$ cat src/sv/srt_pkg.sv
package srt_pkg;

  typedef struct packed {
    logic [1:0]  opcode;
    logic [15:0] record_key;
    logic [7:0]  score_a;
    logic [7:0]  score_b;
    logic [7:0]  score_c;
    logic [1:0]  score_slot;
    logic [7:0]  new_score;
  } srt_in_t;

  typedef struct packed {
    logic [1:0] status;
    logic [5:0] position;
    logic [5:0] entry_count;
    logic [7:0] out_score_a;
    logic [7:0] out_score_b;
    logic [7:0] out_score_c;
  } srt_out_t;

  typedef struct packed {
    logic [15:0] key;
    logic [7:0]  sc_a;
    logic [7:0]  sc_b;
    logic [7:0]  sc_c;
  } srt_rec_t;

  typedef enum logic [1:0] {
    OP_INSERT = 2'd0,
    OP_DELETE = 2'd1,
    OP_CHANGE = 2'd2,
    OP_NONE   = 2'd3
  } srt_op_t;

  typedef enum logic [1:0] {
    ST_OK        = 2'd0,
    ST_FULL      = 2'd1,
    ST_NOT_FOUND = 2'd2
  } srt_status_t;

  typedef enum logic [1:0] {
    SLOT_A = 2'd0,
    SLOT_B = 2'd1,
    SLOT_C = 2'd2
  } srt_slot_t;

  typedef enum logic [4:0] {
    ACT_NOP,
    ACT_LOAD,
    ACT_RD_MID,
    ACT_BS_STEP,
    ACT_RD_LO,
    ACT_CHECK,
    ACT_INS_SETUP,
    ACT_SET_FULL,
    ACT_RD_IDXM1,
    ACT_SHIFT_UP,
    ACT_INS_PUT,
    ACT_DEL_SETUP,
    ACT_SET_NF,
    ACT_RD_IDX,
    ACT_SHIFT_DN,
    ACT_DEC_CNT,
    ACT_CHG_WR,
    ACT_FINISH
  } srt_act_t;

  typedef enum logic [3:0] {
    C_NEVER,
    C_ALWAYS,
    C_NO_START,
    C_LO_GE_HI,
    C_IDX_LE_POS,
    C_IDXM1_GT_POS,
    C_IDX_GE_CNT,
    C_IDXP1_LT_CNT,
    C_NOT_FULL,
    C_FOUND,
    C_OP_INS,
    C_OP_DEL,
    C_OP_CHG
  } srt_cond_t;

  localparam int UPC_W = 5;

  typedef logic [UPC_W-1:0] srt_upc_t;

  localparam srt_upc_t U_IDLE      = 5'd0;
  localparam srt_upc_t U_BS_TEST   = 5'd1;
  localparam srt_upc_t U_BS_WAIT   = 5'd2;
  localparam srt_upc_t U_BS_DONE   = 5'd3;
  localparam srt_upc_t U_CHECK     = 5'd4;
  localparam srt_upc_t U_DISP_DEL  = 5'd5;
  localparam srt_upc_t U_DISP_CHG  = 5'd6;
  localparam srt_upc_t U_DISP_NONE = 5'd7;
  localparam srt_upc_t U_INS_TEST  = 5'd8;
  localparam srt_upc_t U_INS_FULL  = 5'd9;
  localparam srt_upc_t U_INS_PRIME = 5'd10;
  localparam srt_upc_t U_INS_SHIFT = 5'd11;
  localparam srt_upc_t U_INS_PUT   = 5'd12;
  localparam srt_upc_t U_DEL_TEST  = 5'd13;
  localparam srt_upc_t U_DEL_NF    = 5'd14;
  localparam srt_upc_t U_DEL_PRIME = 5'd15;
  localparam srt_upc_t U_DEL_SHIFT = 5'd16;
  localparam srt_upc_t U_DEL_DONE  = 5'd17;
  localparam srt_upc_t U_CHG_TEST  = 5'd18;
  localparam srt_upc_t U_CHG_NF    = 5'd19;
  localparam srt_upc_t U_CHG_WR    = 5'd20;
  localparam srt_upc_t U_DONE      = 5'd21;

  typedef struct packed {
    srt_act_t  act;
    srt_cond_t cond;
    srt_upc_t  target;
  } srt_uword_t;

  typedef struct packed {
    logic start;
    logic lo_ge_hi;
    logic idx_le_pos;
    logic idxm1_gt_pos;
    logic idx_ge_cnt;
    logic idxp1_lt_cnt;
    logic not_full;
    logic found;
    logic op_ins;
    logic op_del;
    logic op_chg;
  } srt_flags_t;

  function automatic srt_uword_t uw(input srt_act_t act, input srt_cond_t cond,
                                    input srt_upc_t target);
    srt_uword_t w;
    w.act    = act;
    w.cond   = cond;
    w.target = target;
    return w;
  endfunction

  // control store: jump to target when cond holds, else step on
  function automatic srt_uword_t srt_ucode(input srt_upc_t upc);
    srt_uword_t w;
    case (upc)
      U_IDLE:      w = uw(ACT_LOAD,      C_NO_START,     U_IDLE);
      U_BS_TEST:   w = uw(ACT_RD_MID,    C_LO_GE_HI,     U_BS_DONE);
      U_BS_WAIT:   w = uw(ACT_BS_STEP,   C_ALWAYS,       U_BS_TEST);
      U_BS_DONE:   w = uw(ACT_RD_LO,     C_NEVER,        U_IDLE);
      U_CHECK:     w = uw(ACT_CHECK,     C_OP_INS,       U_INS_TEST);
      U_DISP_DEL:  w = uw(ACT_NOP,       C_OP_DEL,       U_DEL_TEST);
      U_DISP_CHG:  w = uw(ACT_NOP,       C_OP_CHG,       U_CHG_TEST);
      U_DISP_NONE: w = uw(ACT_NOP,       C_ALWAYS,       U_DONE);
      U_INS_TEST:  w = uw(ACT_INS_SETUP, C_NOT_FULL,     U_INS_PRIME);
      U_INS_FULL:  w = uw(ACT_SET_FULL,  C_ALWAYS,       U_DONE);
      U_INS_PRIME: w = uw(ACT_RD_IDXM1,  C_IDX_LE_POS,   U_INS_PUT);
      U_INS_SHIFT: w = uw(ACT_SHIFT_UP,  C_IDXM1_GT_POS, U_INS_SHIFT);
      U_INS_PUT:   w = uw(ACT_INS_PUT,   C_ALWAYS,       U_DONE);
      U_DEL_TEST:  w = uw(ACT_DEL_SETUP, C_FOUND,        U_DEL_PRIME);
      U_DEL_NF:    w = uw(ACT_SET_NF,    C_ALWAYS,       U_DONE);
      U_DEL_PRIME: w = uw(ACT_RD_IDX,    C_IDX_GE_CNT,   U_DEL_DONE);
      U_DEL_SHIFT: w = uw(ACT_SHIFT_DN,  C_IDXP1_LT_CNT, U_DEL_SHIFT);
      U_DEL_DONE:  w = uw(ACT_DEC_CNT,   C_ALWAYS,       U_DONE);
      U_CHG_TEST:  w = uw(ACT_NOP,       C_FOUND,        U_CHG_WR);
      U_CHG_NF:    w = uw(ACT_SET_NF,    C_ALWAYS,       U_DONE);
      U_CHG_WR:    w = uw(ACT_CHG_WR,    C_ALWAYS,       U_DONE);
      U_DONE:      w = uw(ACT_FINISH,    C_ALWAYS,       U_IDLE);
      default:     w = uw(ACT_NOP,       C_ALWAYS,       U_IDLE);
    endcase
    return w;
  endfunction

endpackage

$ cat src/sv/srt_mem.sv
module srt_mem #(
  parameter int ADDR_W = 5
) (
  input  logic                 clk,
  input  logic                 rd_en,
  input  logic [ADDR_W-1:0]    rd_addr,
  output srt_pkg::srt_rec_t    rd_data,
  input  logic                 wr_en,
  input  logic [ADDR_W-1:0]    wr_addr,
  input  srt_pkg::srt_rec_t    wr_data
);

  srt_pkg::srt_rec_t mem [0:(1<<ADDR_W)-1];
  srt_pkg::srt_rec_t rd_data_r;

  always_ff @(posedge clk) begin
    if (wr_en) begin
      mem[wr_addr] <= wr_data;
    end
  end

  always_ff @(posedge clk) begin
    if (rd_en) begin
      rd_data_r <= mem[rd_addr];
    end
  end

  assign rd_data = rd_data_r;

endmodule

$ cat src/sv/srt_seq.sv
module srt_seq (
  input  logic                clk,
  input  logic                rst_n,
  input  srt_pkg::srt_flags_t flags,
  output srt_pkg::srt_act_t   act,
  output logic                busy
);

  srt_pkg::srt_upc_t  upc_r, upc_nxt;
  srt_pkg::srt_uword_t word;
  logic                take;

  assign word = srt_pkg::srt_ucode(upc_r);

  always_comb begin
    case (word.cond)
      srt_pkg::C_NEVER:        take = 1'b0;
      srt_pkg::C_ALWAYS:       take = 1'b1;
      srt_pkg::C_NO_START:     take = !flags.start;
      srt_pkg::C_LO_GE_HI:     take = flags.lo_ge_hi;
      srt_pkg::C_IDX_LE_POS:   take = flags.idx_le_pos;
      srt_pkg::C_IDXM1_GT_POS: take = flags.idxm1_gt_pos;
      srt_pkg::C_IDX_GE_CNT:   take = flags.idx_ge_cnt;
      srt_pkg::C_IDXP1_LT_CNT: take = flags.idxp1_lt_cnt;
      srt_pkg::C_NOT_FULL:     take = flags.not_full;
      srt_pkg::C_FOUND:        take = flags.found;
      srt_pkg::C_OP_INS:       take = flags.op_ins;
      srt_pkg::C_OP_DEL:       take = flags.op_del;
      srt_pkg::C_OP_CHG:       take = flags.op_chg;
      default:                 take = 1'b0;
    endcase
  end

  always_comb begin
    if (take) begin
      upc_nxt = word.target;
    end else begin
      upc_nxt = upc_r + srt_pkg::srt_upc_t'(1);
    end
  end

  always_ff @(posedge clk) begin
    if (!rst_n) begin
      upc_r <= srt_pkg::U_IDLE;
    end else begin
      upc_r <= upc_nxt;
    end
  end

  assign act  = word.act;
  assign busy = (upc_r != srt_pkg::U_IDLE);

endmodule

$ cat src/sv/sorted_record_table.sv
// sorted record table: keeps up to TABLE_DEPTH records ordered by key
// input: drive in_item and raise start; the item is taken on an edge with
// start high and busy low. busy stays high until the result has been formed.
// output: out_item is valid for exactly one cycle while out_strobe is high;
// the receiver cannot stall, so it must capture the beat in that cycle.
// each item gives exactly one result: status, lower-bound position, count
// and the scores of the record it touched.
// control: a small microcode table sequences each item; every search halving
// is a record-memory read followed by a compare, and each step of a shift
// writes one record while it reads the next, so reads and writes overlap.
// the search makes up to ceil(log2(count+1)) halvings, then insert or delete
// shifts the records from the position upward; a new item is taken in the
// strobe cycle.
// reset: the count and sequencer clear at once, no clearing pass is run;
// record memory contents are only used below the count.
module sorted_record_table #(
  parameter int TABLE_DEPTH = 32
) (
  input  logic               clk,
  input  logic               rst_n,
  input  logic               start,
  output logic               busy,
  input  srt_pkg::srt_in_t   in_item,
  output logic               out_strobe,
  output srt_pkg::srt_out_t  out_item
);

  localparam int AW = (TABLE_DEPTH > 1) ? $clog2(TABLE_DEPTH) : 1;
  localparam int CW = $clog2(TABLE_DEPTH + 1);
  localparam logic [CW-1:0] DEPTH_C = CW'(TABLE_DEPTH);

  srt_pkg::srt_act_t   act;
  srt_pkg::srt_flags_t flags;

  srt_pkg::srt_in_t  in_r, in_nxt;
  srt_pkg::srt_rec_t rec_r, rec_nxt;
  srt_pkg::srt_out_t out_r, out_nxt;
  logic [CW-1:0]     lo_r, lo_nxt;
  logic [CW-1:0]     hi_r, hi_nxt;
  logic [CW-1:0]     mid_r, mid_nxt;
  logic [CW-1:0]     idx_r, idx_nxt;
  logic [CW-1:0]     cnt_r, cnt_nxt;
  logic              found_r, found_nxt;
  logic              strobe_r, strobe_nxt;

  logic [CW-1:0]     mid_c;
  logic [CW-1:0]     idx_m1;
  logic [CW-1:0]     idx_m2;
  logic [CW:0]       idx_p1_w;
  logic [CW+5:0]     pos_wide;
  logic [CW+5:0]     cnt_wide;

  logic              rd_en;
  logic [AW-1:0]     rd_addr;
  srt_pkg::srt_rec_t rd_data;
  logic              wr_en;
  logic [AW-1:0]     wr_addr;
  srt_pkg::srt_rec_t wr_data;
  srt_pkg::srt_rec_t new_rec;
  srt_pkg::srt_rec_t chg_rec;

  srt_seq u_seq (
    .clk   (clk),
    .rst_n (rst_n),
    .flags (flags),
    .act   (act),
    .busy  (busy)
  );

  srt_mem #(
    .ADDR_W (AW)
  ) u_mem (
    .clk     (clk),
    .rd_en   (rd_en),
    .rd_addr (rd_addr),
    .rd_data (rd_data),
    .wr_en   (wr_en),
    .wr_addr (wr_addr),
    .wr_data (wr_data)
  );

  assign mid_c    = lo_r + ((hi_r - lo_r) >> 1);
  assign idx_m1   = idx_r - CW'(1);
  assign idx_m2   = idx_r - CW'(2);
  assign idx_p1_w = {1'b0, idx_r} + (CW+1)'(1);
  assign pos_wide = {6'b0, lo_r};
  assign cnt_wide = {6'b0, cnt_r};

  always_comb begin
    flags.start        = start;
    flags.lo_ge_hi     = (lo_r >= hi_r);
    flags.idx_le_pos   = (idx_r <= lo_r);
    flags.idxm1_gt_pos = (idx_m1 > lo_r);
    flags.idx_ge_cnt   = (idx_r >= cnt_r);
    flags.idxp1_lt_cnt = (idx_p1_w < {1'b0, cnt_r});
    flags.not_full     = (cnt_r < DEPTH_C);
    flags.found        = found_r;
    flags.op_ins       = (in_r.opcode == srt_pkg::OP_INSERT);
    flags.op_del       = (in_r.opcode == srt_pkg::OP_DELETE);
    flags.op_chg       = (in_r.opcode == srt_pkg::OP_CHANGE);
  end

  always_comb begin
    new_rec.key  = in_r.record_key;
    new_rec.sc_a = in_r.score_a;
    new_rec.sc_b = in_r.score_b;
    new_rec.sc_c = in_r.score_c;
  end

  // slot three leaves the record as it was
  always_comb begin
    chg_rec = rec_r;
    case (in_r.score_slot)
      srt_pkg::SLOT_A: chg_rec.sc_a = in_r.new_score;
      srt_pkg::SLOT_B: chg_rec.sc_b = in_r.new_score;
      srt_pkg::SLOT_C: chg_rec.sc_c = in_r.new_score;
      default:         chg_rec = rec_r;
    endcase
  end

  always_comb begin
    in_nxt     = in_r;
    rec_nxt    = rec_r;
    out_nxt    = out_r;
    lo_nxt     = lo_r;
    hi_nxt     = hi_r;
    mid_nxt    = mid_r;
    idx_nxt    = idx_r;
    cnt_nxt    = cnt_r;
    found_nxt  = found_r;
    strobe_nxt = 1'b0;
    rd_en      = 1'b0;
    rd_addr    = '0;
    wr_en      = 1'b0;
    wr_addr    = '0;
    wr_data    = rd_data;
    case (act)
      srt_pkg::ACT_LOAD: begin
        if (start) begin
          in_nxt = in_item;
          lo_nxt = '0;
          hi_nxt = cnt_r;
        end
      end
      srt_pkg::ACT_RD_MID: begin
        rd_en   = 1'b1;
        rd_addr = mid_c[AW-1:0];
        mid_nxt = mid_c;
      end
      srt_pkg::ACT_BS_STEP: begin
        if (rd_data.key < in_r.record_key) begin
          lo_nxt = mid_r + CW'(1);
        end else begin
          hi_nxt = mid_r;
        end
      end
      srt_pkg::ACT_RD_LO: begin
        rd_en   = 1'b1;
        rd_addr = lo_r[AW-1:0];
      end
      srt_pkg::ACT_CHECK: begin
        rec_nxt             = rd_data;
        found_nxt           = (lo_r < cnt_r) && (rd_data.key == in_r.record_key);
        out_nxt.status      = srt_pkg::ST_OK;
        out_nxt.out_score_a = '0;
        out_nxt.out_score_b = '0;
        out_nxt.out_score_c = '0;
      end
      srt_pkg::ACT_INS_SETUP: begin
        idx_nxt = cnt_r;
      end
      srt_pkg::ACT_SET_FULL: begin
        out_nxt.status = srt_pkg::ST_FULL;
      end
      srt_pkg::ACT_RD_IDXM1: begin
        rd_en   = 1'b1;
        rd_addr = idx_m1[AW-1:0];
      end
      // write the record read last beat one place up, fetch the next one down
      srt_pkg::ACT_SHIFT_UP: begin
        wr_en   = 1'b1;
        wr_addr = idx_r[AW-1:0];
        wr_data = rd_data;
        rd_en   = 1'b1;
        rd_addr = idx_m2[AW-1:0];
        idx_nxt = idx_m1;
      end
      srt_pkg::ACT_INS_PUT: begin
        wr_en               = 1'b1;
        wr_addr             = lo_r[AW-1:0];
        wr_data             = new_rec;
        cnt_nxt             = cnt_r + CW'(1);
        out_nxt.out_score_a = in_r.score_a;
        out_nxt.out_score_b = in_r.score_b;
        out_nxt.out_score_c = in_r.score_c;
      end
      srt_pkg::ACT_DEL_SETUP: begin
        idx_nxt             = lo_r + CW'(1);
        out_nxt.out_score_a = rec_r.sc_a;
        out_nxt.out_score_b = rec_r.sc_b;
        out_nxt.out_score_c = rec_r.sc_c;
      end
      srt_pkg::ACT_SET_NF: begin
        out_nxt.status      = srt_pkg::ST_NOT_FOUND;
        out_nxt.out_score_a = '0;
        out_nxt.out_score_b = '0;
        out_nxt.out_score_c = '0;
      end
      srt_pkg::ACT_RD_IDX: begin
        rd_en   = 1'b1;
        rd_addr = idx_r[AW-1:0];
      end
      srt_pkg::ACT_SHIFT_DN: begin
        wr_en   = 1'b1;
        wr_addr = idx_m1[AW-1:0];
        wr_data = rd_data;
        rd_en   = 1'b1;
        rd_addr = idx_p1_w[AW-1:0];
        idx_nxt = idx_p1_w[CW-1:0];
      end
      srt_pkg::ACT_DEC_CNT: begin
        cnt_nxt = cnt_r - CW'(1);
      end
      srt_pkg::ACT_CHG_WR: begin
        wr_en               = 1'b1;
        wr_addr             = lo_r[AW-1:0];
        wr_data             = chg_rec;
        out_nxt.out_score_a = chg_rec.sc_a;
        out_nxt.out_score_b = chg_rec.sc_b;
        out_nxt.out_score_c = chg_rec.sc_c;
      end
      srt_pkg::ACT_FINISH: begin
        out_nxt.position    = pos_wide[5:0];
        out_nxt.entry_count = cnt_wide[5:0];
        strobe_nxt          = 1'b1;
      end
      default: begin
        strobe_nxt = 1'b0;
      end
    endcase
  end

  always_ff @(posedge clk) begin
    if (!rst_n) begin
      cnt_r    <= '0;
      strobe_r <= 1'b0;
    end else begin
      cnt_r    <= cnt_nxt;
      strobe_r <= strobe_nxt;
    end
  end

  always_ff @(posedge clk) begin
    in_r    <= in_nxt;
    rec_r   <= rec_nxt;
    out_r   <= out_nxt;
    lo_r    <= lo_nxt;
    hi_r    <= hi_nxt;
    mid_r   <= mid_nxt;
    idx_r   <= idx_nxt;
    found_r <= found_nxt;
  end

  assign out_strobe = strobe_r;
  assign out_item   = out_r;

  a_strobe_single: assert property (@(posedge clk) disable iff (!rst_n)
    out_strobe |=> !out_strobe)
    else $error("result strobe held for more than one cycle");

  a_count_bound: assert property (@(posedge clk) disable iff (!rst_n)
    cnt_r <= DEPTH_C)
    else $error("record count above table depth");

  a_accept_busy: assert property (@(posedge clk) disable iff (!rst_n)
    (start && !busy) |=> busy)
    else $error("accepted item did not start the sequencer");

  a_full_status: assert property (@(posedge clk) disable iff (!rst_n)
    (out_strobe && (out_item.status == srt_pkg::ST_FULL)) |-> (cnt_r == DEPTH_C))
    else $error("full reported while table has room");

  a_write_in_range: assert property (@(posedge clk) disable iff (!rst_n)
    (wr_en && (act == srt_pkg::ACT_SHIFT_UP)) |-> (idx_r < DEPTH_C))
    else $error("shift writes past table end");

endmodule

$ cat config.mk
export PLATFORM = sky130hd
export DESIGN_NAME = sorted_record_table
export DESIGN_NICKNAME = d
export VERILOG_FILES = /design/src/sv/srt_pkg.sv /design/src/sv/srt_mem.sv /design/src/sv/srt_seq.sv /design/src/sv/sorted_record_table.sv
export SDC_FILE = /design/constraint.sdc
export NUM_CORES = 2
export LEC_CHECK = 0
export BUFFER_PORTS_ARGS = -buffer_cell sky130_fd_sc_hd__buf_2
export CORE_MARGIN = 1
export CORE_UTILIZATION = 67
export DETAILED_ROUTE_END_ITERATION = 6
export GPL_TIMING_DRIVEN = 0
export HOLD_SLACK_MARGIN = 0.15
export PLACE_DENSITY_LB_ADDON = 0.12
export SETUP_SLACK_MARGIN = 0.4
export SKIP_CTS_REPAIR_TIMING = 1
export SLEW_MARGIN = 20
export SYNTH_ARGS = -nofsm -noshare
export SYNTH_HDL_FRONTEND = slang
export SYNTH_HIERARCHICAL = 1
export SYNTH_SLANG_ARGS = --single-unit
$ cat constraint.sdc
create_clock -name clk -period 6.5 [get_ports clk]
set_clock_uncertainty 0.1 [all_clocks]
set_input_delay 0.65 -clock clk [delete_from_list [all_inputs] [get_ports clk]]
set_output_delay 0.65 -clock clk [all_outputs]
set_load 0.005 [all_outputs]
==> After elaboration in Yosys (flattened, before gate mapping) <==
Memories as Yosys holds them, arrays and structs flattened. A register that Yosys moved wholly into a read port is not among the register bits.
Index checks and enable logic that the tools add are counted.
{ "totals": {"in_bits": 55, "romBits": 448, "reg_bits": 167, "n_memories": 2, "ram_bits": 1280, "latch_bits": 0} }
{ "memory_table": {"columns": ["memory", "words", "width", "read_ports", "rd_ports_with_merged_regs", "wr", "line_no", "source"], "rows": [
  ["u_mem.mem", 32, 40, 1, 1, 1, "srt_mem.sv:13", "srt_pkg::srt_rec_t mem [0:(1<<ADDR_W)-1];"],
  ["(no name shown)", 32, 14, 1, 1, 0, "srt_pkg.sv:144", "case (upc)"]
]} }
{ "classes": {"mul": 0, "n_reduce_logical": 17, "bitwise_logic": 0, "eq_ne": 37, "shifts": 0, "mux": 24, "div_mod_pow": 0, "order_cmp": 8, "add_sub_neg": 10} }
{ "ops": {"columns": ["operator", "count"], "rows": [
  ["24-bit one-hot mux with 4 select lines", 1],
  ["40-bit one-hot mux with 2 select lines", 1],
  ["5-bit by 4-bit == test with 1-bit output, second input constant", 8],
  ["6-bit one-hot mux with 2 select lines", 3],
  ["5-bit one-hot mux with 6 select lines", 1],
  ["6-bit two-way mux", 4],
  ["8-bit two-way mux", 3],
  ["6-bit one-hot mux with 4 select lines", 1],
  ["4-bit == test, second input constant", 5],
  ["5-bit by 3-bit == test with 1-bit output, second input constant", 4],
  ["6-bit by 1-bit adder with 6-bit output, second input constant", 3],
  ["16-bit == test", 1],
  ["4-bit by 3-bit == test with 1-bit output, second input constant", 4],
  ["16-bit < comparator", 1],
  ["5-bit one-hot mux with 3 select lines", 1],
  ["6-bit greater-or-equal comparator", 2],
  ["1-bit one-hot mux with 12 select lines", 1],
  ["6-bit by 1-bit subtractor with 6-bit output, second input constant", 2],
  ["5-bit by 2-bit == test with 1-bit output, second input constant", 2],
  ["5-bit == test, second input constant", 2],
  ["5-bit two-way mux", 2],
  ["4-bit by 2-bit == test with 1-bit output, second input constant", 2],
  ["4-bit nonzero test", 2],
  ["6-bit by 1-bit adder with 7-bit output, second input constant", 1],
  ["other kinds (27)", 39]
]} }

==> Logic depth before layout (Yosys ltp) <==
{ "depth": {"ltp_word": 5, "depth_mapped": 20} }

==> Modules after synthesis <==
Netlist, hierarchy kept.
{ "by_module_without_submodules": {"columns": ["module", "area_each_um2", "instances", "cells_per_inst"], "rows": [
  ["srt_mem", 50965.1, 1, 2813],
  ["sorted_record_table", 8899.8, 1, 757],
  ["srt_seq", 1351.3, 1, 158]
]} }

==> Least setup slack after synthesis <==
OpenSTA, ideal clock, no wires.
{ "synth_timing": {"path_type": "register to register", "from": "register idx_r[0]", "to": "memory u_mem/mem[10][0] (netlist name) (enable)", "path_stages_with_launch": 9, "setup_time_ps": 437, "required_ps": 5963, "arrival_ps": 3919, "setup_slack_ps": 2043, "path_cell_list": "edfxtp_1 inv_1 ha_1 nor3b_1 xor2_1 a22oi_1 o21ai_1 or3b_2 nor2_1"} }
{ "synth_between": {"elab_chain_len": 2} }
{ "synth_rtl": {"columns": ["element", "line_no", "source"], "rows": [
  ["start: declaration", "sorted_record_table.sv:41", "logic [CW-1:0] idx_r, idx_nxt;"],
  ["start signal: assignment", "sorted_record_table.sv:260", "idx_r <= idx_nxt;"],
  ["6-bit by 1-bit subtractor with 6-bit output", "sorted_record_table.sv:83", "assign idx_m1 = idx_r - CW'(1);"],
  ["5-bit one-hot mux with 3 select lines", "sorted_record_table.sv:137", "case (act)"],
  ["net wr_addr[4]", "sorted_record_table.sv:57", "logic [AW-1:0] wr_addr;"],
  ["end: declaration", "srt_mem.sv:13", null]
]} }
The timed path passes the listed nets, and every way through them passes these cells.

==> Implementation_results.wiki <==
{| class="wikitable"
! Metric !! Value
|-
| Number of H-tree levels || 4
|-
| Topmost layer with routed signal wires || met4
|-
| First-pass GRT wire length || 224,000 um
|-
| Critical path, cell by cell || inv_1 > ha_1 > nor3b_1 > xor2_1 > ha_1 > o21ai_0 > a21oi_1 > nand4b_1 > a31oi_1 > a221oi_2 > buf_6 > mux2i_1 > inv_1 > ha_1 > or3_1 > o211ai_1 > nand2_1
|-
| Final standard cell area without fillers || 0.0701 mm2
|-
| Clock slew seen by the registers of the worst setup and hold paths || 0.06 ns
|-
| Total I/O pin count || 95
|-
| Post-synthesis cell count || 3,728
|-
| WL/cell || 28.8 um
|-
| Setup repair after global routing missed its margin || no
|-
| Setup slack after layout || 0.646 ns
|-
| Final sum of negative setup slack || 0 ns
|-
| Cell mode on critical path || ha_1
|-
| Cell area after technology mapping || 0.0612 mm2
|-
| Min cycle time layout || 5.85 ns
|-
| Worst Path Required || 7.02 ns
|-
| Worst-path fanout max || 10
|-
| Worst hold slack || 0.331 ns
|-
| CTS root buf || clkbuf_16
|-
| Via count of the first global-routing pass || 34,516
|-
| Total routed wirelength || 155,000 um
|-
| Yosys cell types || 82
|-
| Total congestion overflow || 0
|-
| Mean number of vias per cell || 6.59
|-
| All-Layer GR Usage || 33.3%
|-
| Placer congestion estimate || 0.896
|-
| Largest net degree at the start of global routing || 42
|-
| Detailed-route via count || 35,476
|-
| Remaining routing DRC violations || 0
|-
| Horiz. Die Dim || 304 um
|-
| Full die area || 0.0926 mm2
|-
| Clock sink count || 1,501
|-
| Number of buffer and inverter instances along the worst setup path || 3
|-
| Outcome || completed
|-
| Core ar. || 0.0903 mm2
|-
| Clock latency of the later-clocked register in the worst-skew pair || 0.75 ns
|-
| Placed standard-cell area || 0.0647 mm2
|-
| Final #Nets || 4,219
|-
| Vertical extent of the die || 304 um
|-
| I/O Buffers || 94
|-
| Delay contributed by the slowest stage of the critical path || 0.75 ns
|-
| Final HPWL DP || 99,000 um
|-
| Post-placement setup slack || 0.939 ns
|-
| Final ANT Viol Nets || 0
|-
| Standard-cell rows || 110
|-
| Routed length on met3 || 15,900 um
|-
| Mean area per synthesized cell || 16.4 um2
|-
| Total instance count after detailed placement || 5,055
|-
| TritonCTS buffer count || 149
|-
| M1 wire length || 58,500 um
|-
| Critical path capture point type || flip-flop
|-
| Path type of the worst min-delay path || in -> reg
|-
| Number of antenna violations at the first check in global routing || 4
|-
| Cell with the largest stage delay on the worst path || mux2i_1
|-
| Initial Utilization || 67.8%
|-
| Synth top area cells || edfxtp_1 72%, mux2i_1 11%, a22oi_1 1.8%, ha_1 1.6%, nand2_1 1.3%
|-
| Data arrival time of the critical path || 6.38 ns
|-
| Critical path's top delay family || simple AND/OR/NAND/NOR gates
|-
| Share of post-route cells with drive strength above 1 || 13.6%
|-
| Post-route fraction of the period consumed by the critical path || 90.1%
|-
| Number of iterations in the first detailed-routing pass || 6
|-
| Clock buffer depth || 3
|-
| Static Leak || 22.5 nW
|-
| Ys async rst share || 0%
|-
| Max Fclk || 0.171 GHz
|-
| Max transition margin || 23.5%
|-
| Startpoint type of the worst setup path || flip-flop
|-
| Clock tree from TritonCTS || built
|-
| Max capacitance violation total || 0
|-
| Initial DRC count || 4,298
|-
| Worst VDD drop || 0.000364 V
|-
| #FFs+latches synth || 1,501
|-
| CP Class || reg -> reg
|-
| Share of synthesized area occupied by flip-flops and latches || 73.2%
|-
| Layout Cells excl Fill || 5,383
|-
| Count of fill cells added during filler insertion || 4,942
|-
| Most common flop cell mapped by yosys || edfxtp_1
|-
| Number of warnings issued by yosys || 6
|-
| Number of failing hold endpoints at the final stage || 0
|-
| Number of synthesized flops with an enable pin || 1,475
|-
| Layout overhead on the synthesized area || 14.5%
|-
| Yosys top cell by area || edfxtp_1
|-
| Final number of setup-violating endpoints || 0
|-
| Area share of the leading cell type in the synthesized netlist || 72.4%
|-
| Power per standard cell area || 427 mW/mm2
|-
| Worst-Margin Slew || 1.14 ns
|-
| Total length of routed met2 wires || 74,300 um
|-
| Max-slew violation total from the final report || 0
|-
| Number of nets in the synthesized netlist || 3,865
|}
## layout make-up
cell class                 instances  area, um2  area share [%]
multi-input combinational       1964      15300            21.8
sequential                      1501      44800            63.9
inverter                          57        219           0.312
timing repair buffer             203       2200            3.14
buffer                           206       1240            1.77
clock inverter                    78        823            1.17
tap                             1176       1470            2.10
antenna                            4       10.0          0.0143
clock buffer                     194       4000            5.71
## layer usage
layer	vias to the layer above	global-route usage [%]
li1	15421	-
met1	17613	45.3
met2	2078	53.3
met3	364	6.48
met4	0	14.2
met5	-	0
## placed cells by master, fill, tap and decap left out, types with 53 or more instances in the layout
cell type,n
a21oi_1,159
a22o_1,82
a22oi_1,145
buf_2,144
clkbuf_1,112
clkbuf_16,153
edfxtp_1,1475
ha_1,79
inv_1,53
mux2i_1,667
nand2_1,199
nand3_1,145
nor2_1,63
## tightest hold or removal path, delay by kind of cell
| family | cells | cell delay, ns |
|---|---|---|
| buffers and inverters | 2 | 0.33 |
| AO/OA/AOI/OAI | 1 | 0.15 |
## per-stage QoR
step,total power [W],utilization (%)
after floorplan,0.0180,-
after global placement,0.0210,70.0
after detailed placement,0.0213,71.6
after CTS,0.0298,77.0
after global routing,0.0308,77.6
final,0.0299,77.6
## synthesized netlist by cell type (13+ instances only)
cell type and instances:
a22o_1 82, buf_2 49, o21ai_0 35, nand3_1 145, mux2i_1 667, a31oi_1 44
nor2_1 96, dfxtp_1 26, clkbuf_1 73, a221o_1 54, a22oi_1 145, inv_1 54
nand2_1 214, buf_4 32, edfxtp_1 1475, o21ai_1 13, ha_1 79, xnor2_1 19
a21oi_1 160, buf_6 36, nor3_1 49
## flip-flops by register name (all words and copies together), names as in the netlist
| register | flops |
|---|---|
| u_mem/mem | 1280 |
| in_r | 52 |
| u_mem/rd_data | 40 |
| out_item | 38 |
| rec_r | 24 |
| chg_rec | 16 |
| u_seq/word | 14 |
| cnt_r | 6 |
| hi_r | 6 |
| idx_r | 6 |
| lo_r | 6 |
| mid_r | 6 |
| u_seq/upc_r | 5 |
| found_r | 1 |
| out_strobe | 1 |
## final timing paths
kind / startpoint / endpoint / slack, ns / depth (start not counted)
setup / recovery: idx_r[0] / u_seq/word[5] / 0.65 / 17
hold / removal: rst_n / cnt_r[1] / 0.33 / 3
setup reg to reg: idx_r[0] / u_seq/word[5] / 0.65 / 17
hold reg to reg: u_mem/rd_data[0] / rec_r[0] / 0.35 / 0
## logic make-up (layout without fill, tap and decap cells)
family / count (synthesis) / in the layout / share of synthesized area, %
DFF: 1501 / 1501 / 73.2
muxes: 670 / 670 / 11.0
buffers and inverters: 263 / 738 / 2.38
other: 0 / 4 / 0
adders and majority gates: 82 / 82 / 1.71
and+or+nand+nor: 585 / 585 / 4.49
AOI/OAI and AO/OA: 598 / 598 / 6.83
xor gates and xnor gates: 29 / 29 / 0.415
## power breakdown
| group | total (W) | internal, W | switching [W] |
|---|---|---|---|
| Sequential | 0.0123 | 0.0120 | 0.000286 |
| Combinational | 0.00904 | 0.00297 | 0.00607 |
| Clock | 0.00852 | 0.00499 | 0.00354 |
| Total | 0.0299 | 0.0200 | 0.00990 |
Note: power is estimated with default switching activity, not from simulation.
